### src/rtl/dlbm_pkg.sv
// Shared widths, codes and controller/datapath interface types for the
// decimating level bar mapper. Depends on nothing.
package dlbm_pkg;

  localparam int unsigned BOUND_W   = 24;  // Q7.16 bounds and shown value
  localparam int unsigned CNT_W     = 16;  // decimation count
  localparam int unsigned IDX_W     = 32;  // running sample index
  localparam int unsigned SUM_W     = 64;  // accumulator
  localparam int unsigned DIV_W     = 25;  // divisor of the shared divider
  localparam int unsigned STEP_W    = 6;   // divider cycle counter
  localparam int unsigned BAR_OUT_W = 7;   // bar position port
  localparam int unsigned CLIP_W    = 2;
  localparam int unsigned MODE_W    = 2;
  localparam int unsigned CFG_IDX_W = 2;
  localparam int unsigned FRAC_BITS = 16;

  // Radix-4 divider: two quotient bits per cycle over the full accumulator.
  localparam int unsigned MAIN_CYCLES = SUM_W / 2;

  // Decimation modes; code 3 behaves as skip.
  localparam logic [MODE_W-1:0] MODE_AVG    = 2'd0;
  localparam logic [MODE_W-1:0] MODE_ENERGY = 2'd1;
  localparam logic [MODE_W-1:0] MODE_SKIP   = 2'd2;

  // Clip codes.
  localparam logic [CLIP_W-1:0] CLIP_NONE = 2'd0;
  localparam logic [CLIP_W-1:0] CLIP_LOW  = 2'd1;
  localparam logic [CLIP_W-1:0] CLIP_HIGH = 2'd2;
  localparam logic [CLIP_W-1:0] CLIP_BAD  = 2'd3;

  // Configuration register indexes.
  localparam logic [CFG_IDX_W-1:0] REG_LOWER = 2'd0;
  localparam logic [CFG_IDX_W-1:0] REG_UPPER = 2'd1;
  localparam logic [CFG_IDX_W-1:0] REG_COUNT = 2'd2;
  localparam logic [CFG_IDX_W-1:0] REG_MODE  = 2'd3;

  localparam logic [BOUND_W-1:0] LOWER_RESET = 24'hFF0000;  // -1.0
  localparam logic [BOUND_W-1:0] UPPER_RESET = 24'h010000;  // +1.0

  // Commands from the controller to the datapath.
  typedef struct packed {
    logic take;       // latch the input sample
    logic square;     // register the sample's square
    logic acc;        // accumulate and count
    logic load_main;  // start the group division, clear the group
    logic sat;        // saturate the quotient into the decimated value
    logic map;        // clamp and flag the decimated value
    logic load_pos;   // start the bar position division
    logic out_load;   // move the result into the output register
  } cmd_t;

  // Status from the datapath to the controller.
  typedef struct packed {
    logic emit;       // this sample ends a group (or no decimation)
    logic need_div;   // the group result needs the divider
    logic div_busy;   // divider still iterating
  } stat_t;

endpackage

### src/rtl/dlbm_div.sv
// Shared iterative unsigned divider, two quotient bits per cycle.
// Depends on dlbm_pkg for widths.
module dlbm_div (
  input  logic                          clk_i,
  input  logic                          rst_ni,
  input  logic                          start_i,
  input  logic [dlbm_pkg::SUM_W-1:0]    dividend_i,
  input  logic [dlbm_pkg::DIV_W-1:0]    divisor_i,
  input  logic [dlbm_pkg::STEP_W-1:0]   cycles_i,
  output logic                          busy_o,
  output logic [dlbm_pkg::SUM_W-1:0]    quot_o
);

  localparam int unsigned SW = dlbm_pkg::SUM_W;
  localparam int unsigned DW = dlbm_pkg::DIV_W;

  logic [SW-1:0]                   num_q, num_d;
  logic [DW-1:0]                   rem_q, rem_d;
  logic [DW-1:0]                   den_q;
  logic [dlbm_pkg::STEP_W-1:0]     cnt_q;

  // Dividend shifts out at the top while quotient bits shift in below.
  always_comb begin
    logic [DW:0] trial;
    num_d = num_q;
    rem_d = rem_q;
    for (int s = 0; s < 2; s++) begin
      trial = {rem_d, num_d[SW-1]};
      num_d = {num_d[SW-2:0], 1'b0};
      if (trial >= {1'b0, den_q}) begin
        trial    = trial - {1'b0, den_q};
        num_d[0] = 1'b1;
      end
      rem_d = trial[DW-1:0];
    end
  end

  always_ff @(posedge clk_i or negedge rst_ni) begin
    if (!rst_ni) begin
      cnt_q <= '0;
    end else if (start_i) begin
      cnt_q <= cycles_i;
    end else if (cnt_q != '0) begin
      cnt_q <= cnt_q - 1'b1;
    end
  end

  always_ff @(posedge clk_i) begin
    if (start_i) begin
      num_q <= dividend_i;
      rem_q <= '0;
      den_q <= divisor_i;
    end else if (cnt_q != '0) begin
      num_q <= num_d;
      rem_q <= rem_d;
    end
  end

  assign busy_o = (cnt_q != '0);
  assign quot_o = num_q;

endmodule

### src/rtl/dlbm_dp.sv
// Datapath of the level bar mapper: accumulator, saturation, clamp, bar
// position and output register. Depends on dlbm_pkg and dlbm_div.
module dlbm_dp #(
  parameter int unsigned SAMPLE_BITS = 24,
  parameter int unsigned BAR_WIDTH   = 70
) (
  input  logic                              clk_i,
  input  logic                              rst_ni,
  input  dlbm_pkg::cmd_t                    cmd_i,
  output dlbm_pkg::stat_t                   stat_o,
  input  logic [SAMPLE_BITS-1:0]            sample_value_i,
  input  logic [dlbm_pkg::BOUND_W-1:0]      lower_bound_i,
  input  logic [dlbm_pkg::BOUND_W-1:0]      upper_bound_i,
  input  logic [dlbm_pkg::CNT_W-1:0]        decimate_count_i,
  input  logic [dlbm_pkg::MODE_W-1:0]       decimate_mode_i,
  output logic [dlbm_pkg::IDX_W-1:0]        sample_index_o,
  output logic [dlbm_pkg::BAR_OUT_W-1:0]    bar_position_o,
  output logic [dlbm_pkg::CLIP_W-1:0]       clip_code_o,
  output logic [dlbm_pkg::BOUND_W-1:0]      shown_value_o
);

  localparam int unsigned SB     = SAMPLE_BITS;
  localparam int unsigned SW     = dlbm_pkg::SUM_W;
  localparam int unsigned BW     = dlbm_pkg::BOUND_W;
  localparam int unsigned SQ_W   = 2 * SAMPLE_BITS;
  localparam int unsigned CMP_W  = ((SAMPLE_BITS > dlbm_pkg::BOUND_W) ?
                                    SAMPLE_BITS : dlbm_pkg::BOUND_W) + 1;
  localparam int unsigned POS_NUM_W  = dlbm_pkg::BOUND_W + $clog2(2 * BAR_WIDTH + 1);
  localparam int unsigned POS_CYCLES = (POS_NUM_W + 1) / 2;
  localparam int unsigned POS_BITS   = 2 * POS_CYCLES;

  localparam logic [SW-1:0] SMAX     = {{(SW-SB+1){1'b0}}, {(SB-1){1'b1}}};
  localparam logic [SW-1:0] SMIN_MAG = SMAX + 1'b1;
  localparam logic [SB-1:0] SMAX_S   = {1'b0, {(SB-1){1'b1}}};
  localparam logic [SB-1:0] SMIN_S   = {1'b1, {(SB-1){1'b0}}};
  localparam logic signed [CMP_W-1:0] BMAX_E = {{(CMP_W-BW+1){1'b0}}, {(BW-1){1'b1}}};
  localparam logic signed [CMP_W-1:0] BMIN_E = {{(CMP_W-BW+1){1'b1}}, {(BW-1){1'b0}}};
  localparam logic [POS_NUM_W-1:0] TWO_BW = POS_NUM_W'(2 * BAR_WIDTH);

  // Control state
  logic [SW-1:0]                  sum_q, sum_d;
  logic [dlbm_pkg::CNT_W-1:0]     gcnt_q, gcnt_d;
  logic [dlbm_pkg::IDX_W-1:0]     idx_q, idx_d;

  // Payload
  logic [SB-1:0]                  x_q;
  logic [SQ_W-1:0]                sq_q;
  logic [SB-1:0]                  val_q;
  logic                           neg_q;
  logic [BW-1:0]                  shown_q;
  logic [dlbm_pkg::CLIP_W-1:0]    clip_q;
  logic [BW-1:0]                  off_q;
  logic [dlbm_pkg::IDX_W-1:0]     out_idx_q;
  logic [dlbm_pkg::BAR_OUT_W-1:0] out_bar_q;
  logic [dlbm_pkg::CLIP_W-1:0]    out_clip_q;
  logic [BW-1:0]                  out_shown_q;

  logic [SB-1:0]                  mag;
  logic [SW-1:0]                  x_ext, addend, sum_add;
  logic [dlbm_pkg::CNT_W-1:0]     gcnt_inc;
  logic                           n_zero, emit, need_div, sum_neg;
  logic [SW-1:0]                  main_dividend, energy_q;
  logic [SB-1:0]                  val_sat;
  logic signed [CMP_W-1:0]        val_e, lo_e, hi_e, valc_e, off_w, span_w;
  logic [dlbm_pkg::CLIP_W-1:0]    clip_m;
  logic [BW-1:0]                  span;
  logic [POS_NUM_W-1:0]           pos_num;
  logic [SW-1:0]                  pos_dividend;
  logic                           div_start, div_busy;
  logic [SW-1:0]                  div_dividend, quot;
  logic [dlbm_pkg::DIV_W-1:0]     div_divisor;
  logic [dlbm_pkg::STEP_W-1:0]    div_cycles;
  logic [dlbm_pkg::IDX_W-1:0]     advance;

  // Accumulate and group end
  assign mag      = x_q[SB-1] ? (~x_q + 1'b1) : x_q;
  assign x_ext    = {{(SW-SB){x_q[SB-1]}}, x_q};
  assign gcnt_inc = gcnt_q + 1'b1;
  assign n_zero   = (decimate_count_i == '0);
  assign emit     = n_zero || (gcnt_inc >= decimate_count_i);
  assign need_div = !n_zero && emit &&
                    ((decimate_mode_i == dlbm_pkg::MODE_AVG) ||
                     (decimate_mode_i == dlbm_pkg::MODE_ENERGY));

  always_comb begin
    priority if (decimate_mode_i == dlbm_pkg::MODE_AVG) begin
      addend = x_ext;
    end else if (decimate_mode_i == dlbm_pkg::MODE_ENERGY) begin
      addend = SW'(sq_q);
    end else begin
      addend = '0;
    end
  end

  assign sum_add       = sum_q + addend;
  assign sum_neg       = (decimate_mode_i == dlbm_pkg::MODE_AVG) && sum_q[SW-1];
  assign main_dividend = sum_neg ? (~sum_q + 1'b1) : sum_q;
  assign advance       = n_zero ? dlbm_pkg::IDX_W'(1) : dlbm_pkg::IDX_W'(decimate_count_i);

  always_comb begin
    sum_d  = sum_q;
    gcnt_d = gcnt_q;
    idx_d  = idx_q;
    if (cmd_i.acc) begin
      if (n_zero || (emit && !need_div)) begin
        sum_d  = '0;
        gcnt_d = '0;
      end else begin
        sum_d  = sum_add;
        gcnt_d = gcnt_inc;
      end
    end
    if (cmd_i.load_main) begin
      sum_d  = '0;
      gcnt_d = '0;
    end
    if (cmd_i.out_load) begin
      idx_d = idx_q + advance;
    end
  end

  // Saturate the group quotient
  assign energy_q = quot >> dlbm_pkg::FRAC_BITS;

  always_comb begin
    priority if (decimate_mode_i == dlbm_pkg::MODE_ENERGY) begin
      val_sat = (energy_q > SMAX) ? SMAX_S : energy_q[SB-1:0];
    end else if (neg_q) begin
      val_sat = (quot > SMIN_MAG) ? SMIN_S : (~quot[SB-1:0] + 1'b1);
    end else begin
      val_sat = (quot > SMAX) ? SMAX_S : quot[SB-1:0];
    end
  end

  // Clamp against the bounds
  assign val_e  = {{(CMP_W-SB){val_q[SB-1]}}, val_q};
  assign lo_e   = {{(CMP_W-BW){lower_bound_i[BW-1]}}, lower_bound_i};
  assign hi_e   = {{(CMP_W-BW){upper_bound_i[BW-1]}}, upper_bound_i};
  assign span_w = hi_e - lo_e;
  assign span   = span_w[BW-1:0];

  always_comb begin
    if (lo_e >= hi_e) begin
      clip_m = dlbm_pkg::CLIP_BAD;
      priority if (val_e > BMAX_E) begin
        valc_e = BMAX_E;
      end else if (val_e < BMIN_E) begin
        valc_e = BMIN_E;
      end else begin
        valc_e = val_e;
      end
    end else begin
      priority if (val_e < lo_e) begin
        clip_m = dlbm_pkg::CLIP_LOW;
        valc_e = lo_e;
      end else if (val_e > hi_e) begin
        clip_m = dlbm_pkg::CLIP_HIGH;
        valc_e = hi_e;
      end else begin
        clip_m = dlbm_pkg::CLIP_NONE;
        valc_e = val_e;
      end
    end
  end

  assign off_w = valc_e - lo_e;

  // Bar position: (off * 2 * BAR_WIDTH + span) / (2 * span)
  assign pos_num      = POS_NUM_W'(off_q) * TWO_BW + POS_NUM_W'(span);
  assign pos_dividend = SW'(pos_num) << (SW - POS_BITS);

  assign div_start    = cmd_i.load_main | cmd_i.load_pos;
  assign div_dividend = cmd_i.load_pos ? pos_dividend : main_dividend;
  assign div_divisor  = cmd_i.load_pos ? {span, 1'b0} : dlbm_pkg::DIV_W'(decimate_count_i);
  assign div_cycles   = cmd_i.load_pos ? dlbm_pkg::STEP_W'(POS_CYCLES) :
                                         dlbm_pkg::STEP_W'(dlbm_pkg::MAIN_CYCLES);

  dlbm_div u_div (
    .clk_i      (clk_i),
    .rst_ni     (rst_ni),
    .start_i    (div_start),
    .dividend_i (div_dividend),
    .divisor_i  (div_divisor),
    .cycles_i   (div_cycles),
    .busy_o     (div_busy),
    .quot_o     (quot)
  );

  always_ff @(posedge clk_i or negedge rst_ni) begin
    if (!rst_ni) begin
      sum_q  <= '0;
      gcnt_q <= '0;
      idx_q  <= '0;
    end else begin
      sum_q  <= sum_d;
      gcnt_q <= gcnt_d;
      idx_q  <= idx_d;
    end
  end

  always_ff @(posedge clk_i) begin
    if (cmd_i.take) begin
      x_q <= sample_value_i;
    end
    if (cmd_i.square) begin
      sq_q <= SQ_W'(mag) * SQ_W'(mag);
    end
    if (cmd_i.acc) begin
      val_q <= x_q;
    end
    if (cmd_i.load_main) begin
      neg_q <= sum_neg;
    end
    if (cmd_i.sat) begin
      val_q <= val_sat;
    end
    if (cmd_i.map) begin
      shown_q <= valc_e[BW-1:0];
      clip_q  <= clip_m;
      off_q   <= off_w[BW-1:0];
    end
    if (cmd_i.out_load) begin
      out_idx_q   <= idx_q;
      out_bar_q   <= (clip_q == dlbm_pkg::CLIP_BAD) ? '0 : quot[dlbm_pkg::BAR_OUT_W-1:0];
      out_clip_q  <= clip_q;
      out_shown_q <= shown_q;
    end
  end

  assign stat_o.emit     = emit;
  assign stat_o.need_div = need_div;
  assign stat_o.div_busy = div_busy;

  assign sample_index_o = out_idx_q;
  assign bar_position_o = out_bar_q;
  assign clip_code_o    = out_clip_q;
  assign shown_value_o  = out_shown_q;

endmodule

### src/rtl/dlbm_ctrl.sv
// Sequencing controller of the level bar mapper and the output valid flag.
// Depends on dlbm_pkg for the command and status structs.
module dlbm_ctrl (
  input  logic            clk_i,
  input  logic            rst_ni,
  input  logic            in_valid_i,
  output logic            in_ready_o,
  output logic            out_valid_o,
  input  logic            out_ready_i,
  input  dlbm_pkg::stat_t stat_i,
  output dlbm_pkg::cmd_t  cmd_o
);

  typedef enum logic [9:0] {
    ST_IDLE   = 10'b00_0000_0001,
    ST_SQUARE = 10'b00_0000_0010,
    ST_ACC    = 10'b00_0000_0100,
    ST_LOAD   = 10'b00_0000_1000,
    ST_DIV    = 10'b00_0001_0000,
    ST_SAT    = 10'b00_0010_0000,
    ST_MAP    = 10'b00_0100_0000,
    ST_PLOAD  = 10'b00_1000_0000,
    ST_PDIV   = 10'b01_0000_0000,
    ST_OUT    = 10'b10_0000_0000
  } state_e;

  state_e state_q, state_d;
  logic   out_valid_q, out_valid_d;

  always_comb begin
    state_d = state_q;
    cmd_o   = '0;
    unique case (state_q)
      ST_IDLE: begin
        if (in_valid_i) begin
          cmd_o.take = 1'b1;
          state_d    = ST_SQUARE;
        end
      end
      ST_SQUARE: begin
        cmd_o.square = 1'b1;
        state_d      = ST_ACC;
      end
      ST_ACC: begin
        cmd_o.acc = 1'b1;
        priority if (!stat_i.emit) begin
          state_d = ST_IDLE;
        end else if (stat_i.need_div) begin
          state_d = ST_LOAD;
        end else begin
          state_d = ST_MAP;
        end
      end
      ST_LOAD: begin
        cmd_o.load_main = 1'b1;
        state_d         = ST_DIV;
      end
      ST_DIV: begin
        if (!stat_i.div_busy) begin
          state_d = ST_SAT;
        end
      end
      ST_SAT: begin
        cmd_o.sat = 1'b1;
        state_d   = ST_MAP;
      end
      ST_MAP: begin
        cmd_o.map = 1'b1;
        state_d   = ST_PLOAD;
      end
      ST_PLOAD: begin
        cmd_o.load_pos = 1'b1;
        state_d        = ST_PDIV;
      end
      ST_PDIV: begin
        if (!stat_i.div_busy) begin
          state_d = ST_OUT;
        end
      end
      ST_OUT: begin
        // hold until the output register is free
        if (!out_valid_q || out_ready_i) begin
          cmd_o.out_load = 1'b1;
          state_d        = ST_IDLE;
        end
      end
      default: begin
        state_d = ST_IDLE;
      end
    endcase
  end

  always_comb begin
    priority if (cmd_o.out_load) begin
      out_valid_d = 1'b1;
    end else if (out_ready_i) begin
      out_valid_d = 1'b0;
    end else begin
      out_valid_d = out_valid_q;
    end
  end

  always_ff @(posedge clk_i or negedge rst_ni) begin
    if (!rst_ni) begin
      state_q     <= ST_IDLE;
      out_valid_q <= 1'b0;
    end else begin
      state_q     <= state_d;
      out_valid_q <= out_valid_d;
    end
  end

  assign in_ready_o  = (state_q == ST_IDLE);
  assign out_valid_o = out_valid_q;

endmodule

### src/rtl/decimating_level_bar_mapper.sv
// Top level of the decimating level bar mapper: configuration registers,
// controller and datapath. Depends on dlbm_pkg, dlbm_ctrl and dlbm_dp.
//
// Takes signed Q7.16 samples, one transaction at a time, and optionally
// reduces each group of decimate_count samples to one value: the mean
// (average mode), the mean square brought back to Q7.16 (energy mode) or
// the last sample of the group (skip mode, and mode code 3). A count of
// zero passes every sample. Each emitted value carries the index of the
// first sample of its group, is clamped to [lower_bound, upper_bound] with
// a clip code, and is mapped to a bar position 0..BAR_WIDTH, rounded half
// up; a lower bound at or above the upper bound gives position 0 and clip
// code 3. A sample that does not end a group is accepted, squared and
// accumulated. A result without a group division then passes through the
// clamp, the bar position division and the output register; an average or
// energy result first runs the group division and saturation. Both
// divisions run on one shared divider that retires two quotient bits per
// cycle. A finished result waits in the output register while the next
// sample is taken; the block stalls only if a second result is ready
// before the first leaves. Configuration writes take effect at once and
// belong between samples.
module decimating_level_bar_mapper #(
  parameter int unsigned BAR_WIDTH   = 70,
  parameter int unsigned SAMPLE_BITS = 24
) (
  input  logic                               clk_i,
  input  logic                               rst_ni,
  // configuration write port
  input  logic                               cfg_we_i,
  input  logic [dlbm_pkg::CFG_IDX_W-1:0]     cfg_idx_i,
  input  logic [dlbm_pkg::BOUND_W-1:0]       cfg_wdata_i,
  // sample input
  input  logic                               in_valid_i,
  output logic                               in_ready_o,
  input  logic [SAMPLE_BITS-1:0]             sample_value_i,
  // result output
  output logic                               out_valid_o,
  input  logic                               out_ready_i,
  output logic [dlbm_pkg::IDX_W-1:0]         sample_index_o,
  output logic [dlbm_pkg::BAR_OUT_W-1:0]     bar_position_o,
  output logic [dlbm_pkg::CLIP_W-1:0]        clip_code_o,
  output logic [dlbm_pkg::BOUND_W-1:0]       shown_value_o
);

  logic [dlbm_pkg::BOUND_W-1:0] lower_q;
  logic [dlbm_pkg::BOUND_W-1:0] upper_q;
  logic [dlbm_pkg::CNT_W-1:0]   count_q;
  logic [dlbm_pkg::MODE_W-1:0]  mode_q;

  dlbm_pkg::cmd_t  cmd;
  dlbm_pkg::stat_t stat;

  // Register writes land immediately; nothing in the group state is cleared.
  always_ff @(posedge clk_i or negedge rst_ni) begin
    if (!rst_ni) begin
      lower_q <= dlbm_pkg::LOWER_RESET;
      upper_q <= dlbm_pkg::UPPER_RESET;
      count_q <= '0;
      mode_q  <= dlbm_pkg::MODE_AVG;
    end else if (cfg_we_i) begin
      unique case (cfg_idx_i)
        dlbm_pkg::REG_LOWER: lower_q <= cfg_wdata_i;
        dlbm_pkg::REG_UPPER: upper_q <= cfg_wdata_i;
        dlbm_pkg::REG_COUNT: count_q <= cfg_wdata_i[dlbm_pkg::CNT_W-1:0];
        dlbm_pkg::REG_MODE:  mode_q  <= cfg_wdata_i[dlbm_pkg::MODE_W-1:0];
      endcase
    end
  end

  // Sequence each transaction through the datapath.
  dlbm_ctrl u_ctrl (
    .clk_i       (clk_i),
    .rst_ni      (rst_ni),
    .in_valid_i  (in_valid_i),
    .in_ready_o  (in_ready_o),
    .out_valid_o (out_valid_o),
    .out_ready_i (out_ready_i),
    .stat_i      (stat),
    .cmd_o       (cmd)
  );

  // Accumulator, divider, clamp and output register.
  dlbm_dp #(
    .SAMPLE_BITS (SAMPLE_BITS),
    .BAR_WIDTH   (BAR_WIDTH)
  ) u_dp (
    .clk_i            (clk_i),
    .rst_ni           (rst_ni),
    .cmd_i            (cmd),
    .stat_o           (stat),
    .sample_value_i   (sample_value_i),
    .lower_bound_i    (lower_q),
    .upper_bound_i    (upper_q),
    .decimate_count_i (count_q),
    .decimate_mode_i  (mode_q),
    .sample_index_o   (sample_index_o),
    .bar_position_o   (bar_position_o),
    .clip_code_o      (clip_code_o),
    .shown_value_o    (shown_value_o)
  );

endmodule

### config.mk
export PLATFORM = sky130hd
export DESIGN_NAME = decimating_level_bar_mapper
export DESIGN_NICKNAME = d
export VERILOG_FILES = /design/src/rtl/dlbm_pkg.sv /design/src/rtl/dlbm_div.sv /design/src/rtl/dlbm_dp.sv /design/src/rtl/dlbm_ctrl.sv /design/src/rtl/decimating_level_bar_mapper.sv
export SDC_FILE = /design/constraint.sdc
export NUM_CORES = 2
export LEC_CHECK = 0
export BUFFER_PORTS_ARGS = -buffer_cell sky130_fd_sc_hd__buf_2
export CAP_MARGIN = 30
export CORE_ASPECT_RATIO = 1.4
export CORE_MARGIN = 2
export CORE_UTILIZATION = 59
export DETAILED_ROUTE_END_ITERATION = 10
export GPL_ROUTABILITY_DRIVEN = 0
export HOLD_SLACK_MARGIN = 0.02
export PLACE_DENSITY = 0.79
export SKIP_LAST_GASP = 1
export SLEW_MARGIN = 20
export SYNTH_ARGS = -nofsm -noshare
export SYNTH_HDL_FRONTEND = slang
export SYNTH_SLANG_ARGS = --single-unit
### constraint.sdc
create_clock -name clk_i -period 9.37 [get_ports clk_i]
set_clock_uncertainty 0.1 [all_clocks]
set_input_delay 0 -clock clk_i [delete_from_list [all_inputs] [get_ports clk_i]]
set_output_delay 0 -clock clk_i [all_outputs]
set_load 0.01 [all_outputs]
Yosys cells after proc, flatten, opt, wreduce, memory -nomap -nowiden:

Index checks and enable logic that the tools add are counted.

* flip-flop bits (word level): 521
* bits in latches: 0
* bits in writable memories: 0
* memory bits (read-only): 0
* bits of input ports: 55
* word-level logic and storage cells: 155
* memories: 0

* add/sub/neg operators: 12
* multiply operators: 2
* divide/modulo/power cells: 0
* order comparisons: 11
* eq/ne operators: 19
* shift-type cells: 0
* multiplexer cells: 55
* bitwise operators: 4
* reductions and logical operators: 25

Operator list (count)
* 64-bit two-way mux: 8
* 24-bit two-way mux: 13
* 10-bit one-hot mux with 10 select lines: 1
* 16-bit two-way mux: 5
* 64-bit by 1-bit adder with 64-bit output (second input constant): 1
* 64-bit adder: 1
* 64-bit by 23-bit greater-than comparator with 1-bit output (second input constant): 1
* 64-bit by 24-bit greater-than comparator with 1-bit output (second input constant): 1
* 64-bit NOT: 1
* 26-bit by 25-bit greater-or-equal comparator with 1-bit output: 2
* 25-bit two-way mux: 2
* 25-bit subtractor: 2
* 24-bit by 1-bit adder with 24-bit output (second input constant): 2
* 48-bit by 23-bit greater-than comparator with 1-bit output (second input constant): 1
* 24-bit by 24-bit multiplier with 48-bit output: 1
* 48-bit two-way mux: 1
* 24-bit NOT: 2
* 24-bit subtractor: 2
* 10-bit two-way mux: 4
* 32-bit by 24-bit adder with 32-bit output: 1
* 32-bit adder: 1
* 24-bit by 6-bit multiplier with 30-bit output (second input constant): 1
* 24-bit greater-or-equal comparator: 1
* 24-bit greater-than comparator: 1
* 35 further kinds: 72

Logic depth before layout (Yosys ltp):

* depth after elaboration: 11
* mapped depth: 38
* depth with buffers taken out: 36

Cells and area by module:

A second synthesis with hierarchy kept.

* cells, all modules: 5811
* area, all modules: 54482.3 um2

By module, submodules not included
* dlbm_dp: instances 1, cells each 4852, area an instance 43277.8 um2, seq. area each 9138.8 um2
* dlbm_div: instances 1, cells each 738, area an instance 7900.1 um2, seq. area each 3323.2 um2
* decimating_level_bar_mapper: instances 1, cells each 141, area an instance 2511.2 um2, seq. area each 1662.8 um2
* dlbm_ctrl: instances 1, cells each 80, area an instance 793.3 um2, seq. area each 276.5 um2

Least setup slack after synthesis:

Ideal clock, no wire load.

* path type: register -> register
* start: reg u_dp.x_q[0]
* end: reg u_dp.sq_q[40] (data pin)
* arrival: 9170 ps
* required time: 9005 ps
* path slack: -165 ps
* stages on the path, launching flop included: 34
* path buffers: 2
* period minus slack after synthesis: 9535 ps
* path through: edfxtp_1 > inv_1 > clkbuf_1 > ha_1 > nand2b_1 > or4_1 > or2_2 > o31ai_1 > xor2_1 > inv_1 > clkbuf_1 > nand2_1 > fa_1 > fa_1 > inv_1 > fa_1 > inv_1 > fa_1 > fa_1 > inv_1 > fa_1 > fa_1 > ha_1 > and3_1 > and3_1 > o311ai_0 > a31oi_1 > a221oi_1 > o21ai_0 > a311oi_1 > o211ai_1 > a31oi_1 > o21ai_0 > xor2_1

* longest elaborated chain between the ends: 4

RTL lines
* start: declaration: RTL line dlbm_dp.sv:46 `logic [SB-1:0] x_q;`
* start signal: assignment: RTL line dlbm_dp.sv:203 `x_q <= sample_value_i;`
* 24-bit NOT: RTL line dlbm_dp.sv:76 `assign mag = x_q[SB-1] ? (~x_q + 1'b1) : x_q;`
* 24-bit by 1-bit adder with 24-bit output: RTL line dlbm_dp.sv:76
* 24-bit two-way mux (*): RTL line dlbm_dp.sv:76
* 24-bit by 24-bit multiplier with 48-bit output (*): RTL line dlbm_dp.sv:206 `sq_q <= SQ_W'(mag) * SQ_W'(mag);`
* end signal: assignment: RTL line dlbm_dp.sv:206
* end: declaration: RTL line dlbm_dp.sv:47 `logic [SQ_W-1:0] sq_q;`

Every way passes the cells marked *; elsewhere a longest branch is shown, timed or not.
A chain may end at the register's enable or synchronous reset.

Worst setup path after layout:

* start: reg u_dp.x_q[10]
* end: reg u_dp.sq_q[43] (data pin)

Same word-level chain as after synthesis.

==> impl_summary.txt <==
----------------------------------------------------
[Outcome]
  Status ... finished, final reports clean

[CTS]
  Clock H-tree levels ... 2
  TritonCTS clock tree ... built
  TritonCTS Buffers ... 53
  Maximum clock insertion buffer count ... 3
  Clock edge transition at the registers on the reported setup and hold paths ... about 0.08 ns
  Clock root cell ... sky130_fd_sc_hd__clkbuf_16
  Clock latency on the worst-skew pair ... 0.67 ns
  Number of sinks on the clock net ... between 500 and 600

[Logic synthesis]
  Library cell occupying the most area in the post-synthesis netlist ... sky130_fd_sc_hd__fa_1
  Post-synth design cell area ... 52200 µm²
  Share of async-settable or async-resettable flops after synthesis ... 37.5%
  Sequential share of the synthesized area ... 27.6%
  Area share of xor/xnor cells in the synthesized design ... 6.21%
  Number of enable-type register cells in the synthesized netlist ... 300
  Area share of the largest cell type after synthesis ... 17.5%
  Largest family of logic cells by synthesized area ... adder cells
  Mapped Avg Cell Area ... 9.26 µm²
  Ys flop type ... sky130_fd_sc_hd__edfxtp_1
  Number of warnings reported in the yosys synthesis log ... 0
  Distinct cells, synth ... 95
  Dominant cells by area after synthesis ... sky130_fd_sc_hd__fa_1, sky130_fd_sc_hd__edfxtp_1, sky130_fd_sc_hd__ha_1
  Synthesized flop and latch total ... 520
  Share of the synthesized area in compound gates (AO/OA/AOI/OAI) ... roughly 15%
  Mux contribution to synthesized area ... 1.68%
  Adder-cell area share of the yosys netlist ... 29.7%
  Number of standard cells after synthesis ... around 5600
  Simple-gate share of the synthesized area ... 12.3%

[Global routing]
  Gr ovfl total ... 0
  Number of global-route vias before repair ... approximately 45000
  Global-route wire length before repair ... 240000 µm
  Pin count of the biggest net entering global routing ... 70
  Number of antenna violations at the first check in global routing ... 6
  Overall Global Routing Usage ... 33.7%

[Timing]
  RSZ-0062 raised after global routing ... yes
  Transition time at the pin with the least slew margin ... roughly 1.2 ns
  Final number of max-transition violations ... 0
  Setup-failing EPs final ... 0
  Final critical-path required period ... 9.20 ns
  Maximum clock frequency ... approximately 110 MHz
  Total count of hold-check failures in the final report ... 0
  Relative slew margins ... 21.0%
  Share of the clock period used by the worst path after layout ... 98.2%

[Cells and area]
  Final core area utilization ... 66.8%
  Number of filler instances in the final layout ... approximately 6600
  Area added between synthesis and finish ... 12.7%
  Commonest non-fill, non-tap cell in the layout ... sky130_fd_sc_hd__inv_1
  Post-route insts no fill ... 7220
  Fraction of layout cells with a size suffix above 1 ... about a tenth
  Most frequent cells in the layout ... sky130_fd_sc_hd__inv_1, sky130_fd_sc_hd__nand2_1, sky130_fd_sc_hd__ha_1
  Number of nets in the layout ... between 7000 and 8000

[Route]
  Number of nets still failing antenna checks after routing ... 0
  Number of design-rule violations left by the first detailed-router iteration ... a little over 4000
  DR pass1 iterations ... 7
  Count of unresolved DRC violations after routing ... 0
  Via count of the routed design ... 43846
  Routed length per placed instance ... 21.3 µm
  Via density ... 6.07
  Aggregate routed wire length ... 153000 µm

[Worst setup path]
  Required time of the critical path ... 9.64 ns
  Source of the worst register-to-register timing path ... u_dp.x_q[10]$_DFFE_PP_
  Critical path data arrival time ... 9.47 ns
  Delay of the slowest critical-path stage ... 0.60 ns
  Cell repeated most along the worst path ... sky130_fd_sc_hd__fa_1
  Worst setup startpoint ... u_dp.x_q[10]$_DFFE_PP_
  Critical Path Slowest Stage Cell ... sky130_fd_sc_hd__or4_4
  Startpoint type of the worst setup path ... flip-flop
  Crit path capture type ... flip-flop
  Classification of the worst setup path ... reg -> reg
  Largest fanout on the critical path ... 3

[Place]
  Port Buffer Count ... around 120
  DP Cell Count ... 6967
  HPWL Detailed ... 116000 µm

[Floorplan]
  Die width ... 255 µm
  Area of the core ... between 80000 and 90000 µm²
  Die extent in y ... between 300 and 400 µm
  Initial Util ... between 50% and 60%
  Top Ports ... 122
  Row count ... 129
  Total Die Area ... roughly 91000 µm²

[Flow run]
  Number of violations of the max-capacitance limit ... 0

[Hold path]
  Launch instance of the worst min-delay path ... cfg_wdata_i[19]
  Class of the tightest hold or removal check ... in -> reg

----------------------------------------------------
through the flow:
stage          area, µm²  setup TNS (ns)  worst slack [ns]  hold slack, ns
2_1_floorplan      52300               0            0.0693          -0.396
3_3_place_gp       55200          -0.116           -0.0671         -0.0608
3_5_place_dp       55200          -0.967            -0.271         -0.0582
4_1_cts            58500               0            0.0289          0.0245
5_1_grt            58800           -1.05            -0.161          0.0387
6_report           58800               0             0.170          0.0363
metal layers:
| layer | wire length, µm | vias to the layer above | GRT usage (%) |
|---|---|---|---|
| met5 | 60 | - | 0 |
| met4 | 14000 | 8 | 25.7 |
| met3 | 11800 | 714 | 5.72 |
| met2 | 75500 | 2136 | 58.8 |
| met1 | 52100 | 21187 | 36.6 |
| li1 | - | 19801 | - |
final cells by class:
cell class / instances / area, µm² / area share (%)
Inverter: 850 / 3190 / 5.43
Antenna cell: 3 / 7.51 / 0.0128
Clock buffer: 62 / 1390 / 2.37
Sequential cell: 520 / 14400 / 24.5
Clock inverter: 38 / 432 / 0.734
Tap cell: 1179 / 1480 / 2.51
Timing Repair Buffer: 464 / 3630 / 6.18
Multi-Input combinational cell: 4104 / 34300 / 58.3
flip-flops by register name, indices dropped and copies added, names as in the netlist, 25 cells and up:
signal	flops
u_dp.idx_q	32
u_dp.sample_index_o	32
u_dp.u_div.rem_q	25
u_dp.sq_q	47
u_dp.sum_q	64
u_dp.u_div.den_q	25
u_dp.u_div.quot_o	64
critical path, delay by kind of cell (launching register included):
kind	cells	cell delay, ns
AOI/OAI and AO/OA	7	1.56
xor gates and xnor gates	2	0.31
adders and majority gates	8	3.80
buffers and inverters	6	0.67
DFF	1	0.42
and+or+nand+nor	10	2.02
kinds of logic (layout without fill, tap and decap cells):
group	count (synthesis)	after routing
AND/OR/NAND/NOR	1391	1391
multiplexers	81	81
buffers and inverters	1032	1414
other	2	22
XOR/XNOR	370	370
flip-flops	520	520
adder cells (fa/ha/maj)	967	967
AO/OA/AOI/OAI	1276	1276
synth_stat cells (all sizes together) (30+ instances only):
master and number:
o21a 36, nor4 30, nor2b 47, xor2 158
nand2 536, mux2i 30, and3 42, nor2 377
clkbuf 164, edfxtp 300, nand3 77, nand2b 43
a21o 179, inv 843, a21oi 309, dfrtp 185
or3 38, o211ai 38, a31oi 30, o22ai 52
nor3 63, o21ai 427, nand4 43, ha 511
mux2 51, fa 456, xnor2 212
timing repair:
action | in CTS | in global routing
setup endpoints to repair | 9 | 15
pin swaps | 2 | 22
setup buffers | 4 | 11
hold endpoints to repair | 187 | 0
hold buffers | 129 | 0
gates resized for setup | 12 | 40
path summary, 6_finish.rpt:
| check | cells after the start | slack [ns] | endpoint |
|---|---|---|---|
| max in group asynchronous | 6 | 7.08 | count_q[1]$_DFFE_PN0P_ |
| worst min-delay path | 3 | 0.04 | upper_q[19]$_DFFE_PN0P_ |
| worst max register to register | 33 | 0.17 | u_dp.sq_q[43]$_DFFE_PP_ |
| worst min register to register | 0 | 0.32 | u_dp.shown_value_o[10]$_DFFE_PP_ |
| worst max-delay path | 33 | 0.17 | u_dp.sq_q[43]$_DFFE_PP_ |
| min in group asynchronous | 3 | 0.42 | u_ctrl.state_q[0]$_DFFE_PN1P_ |
Power is not shown: default switching activity piles up to over one toggle a cycle in this logic, so the estimate is an artifact.
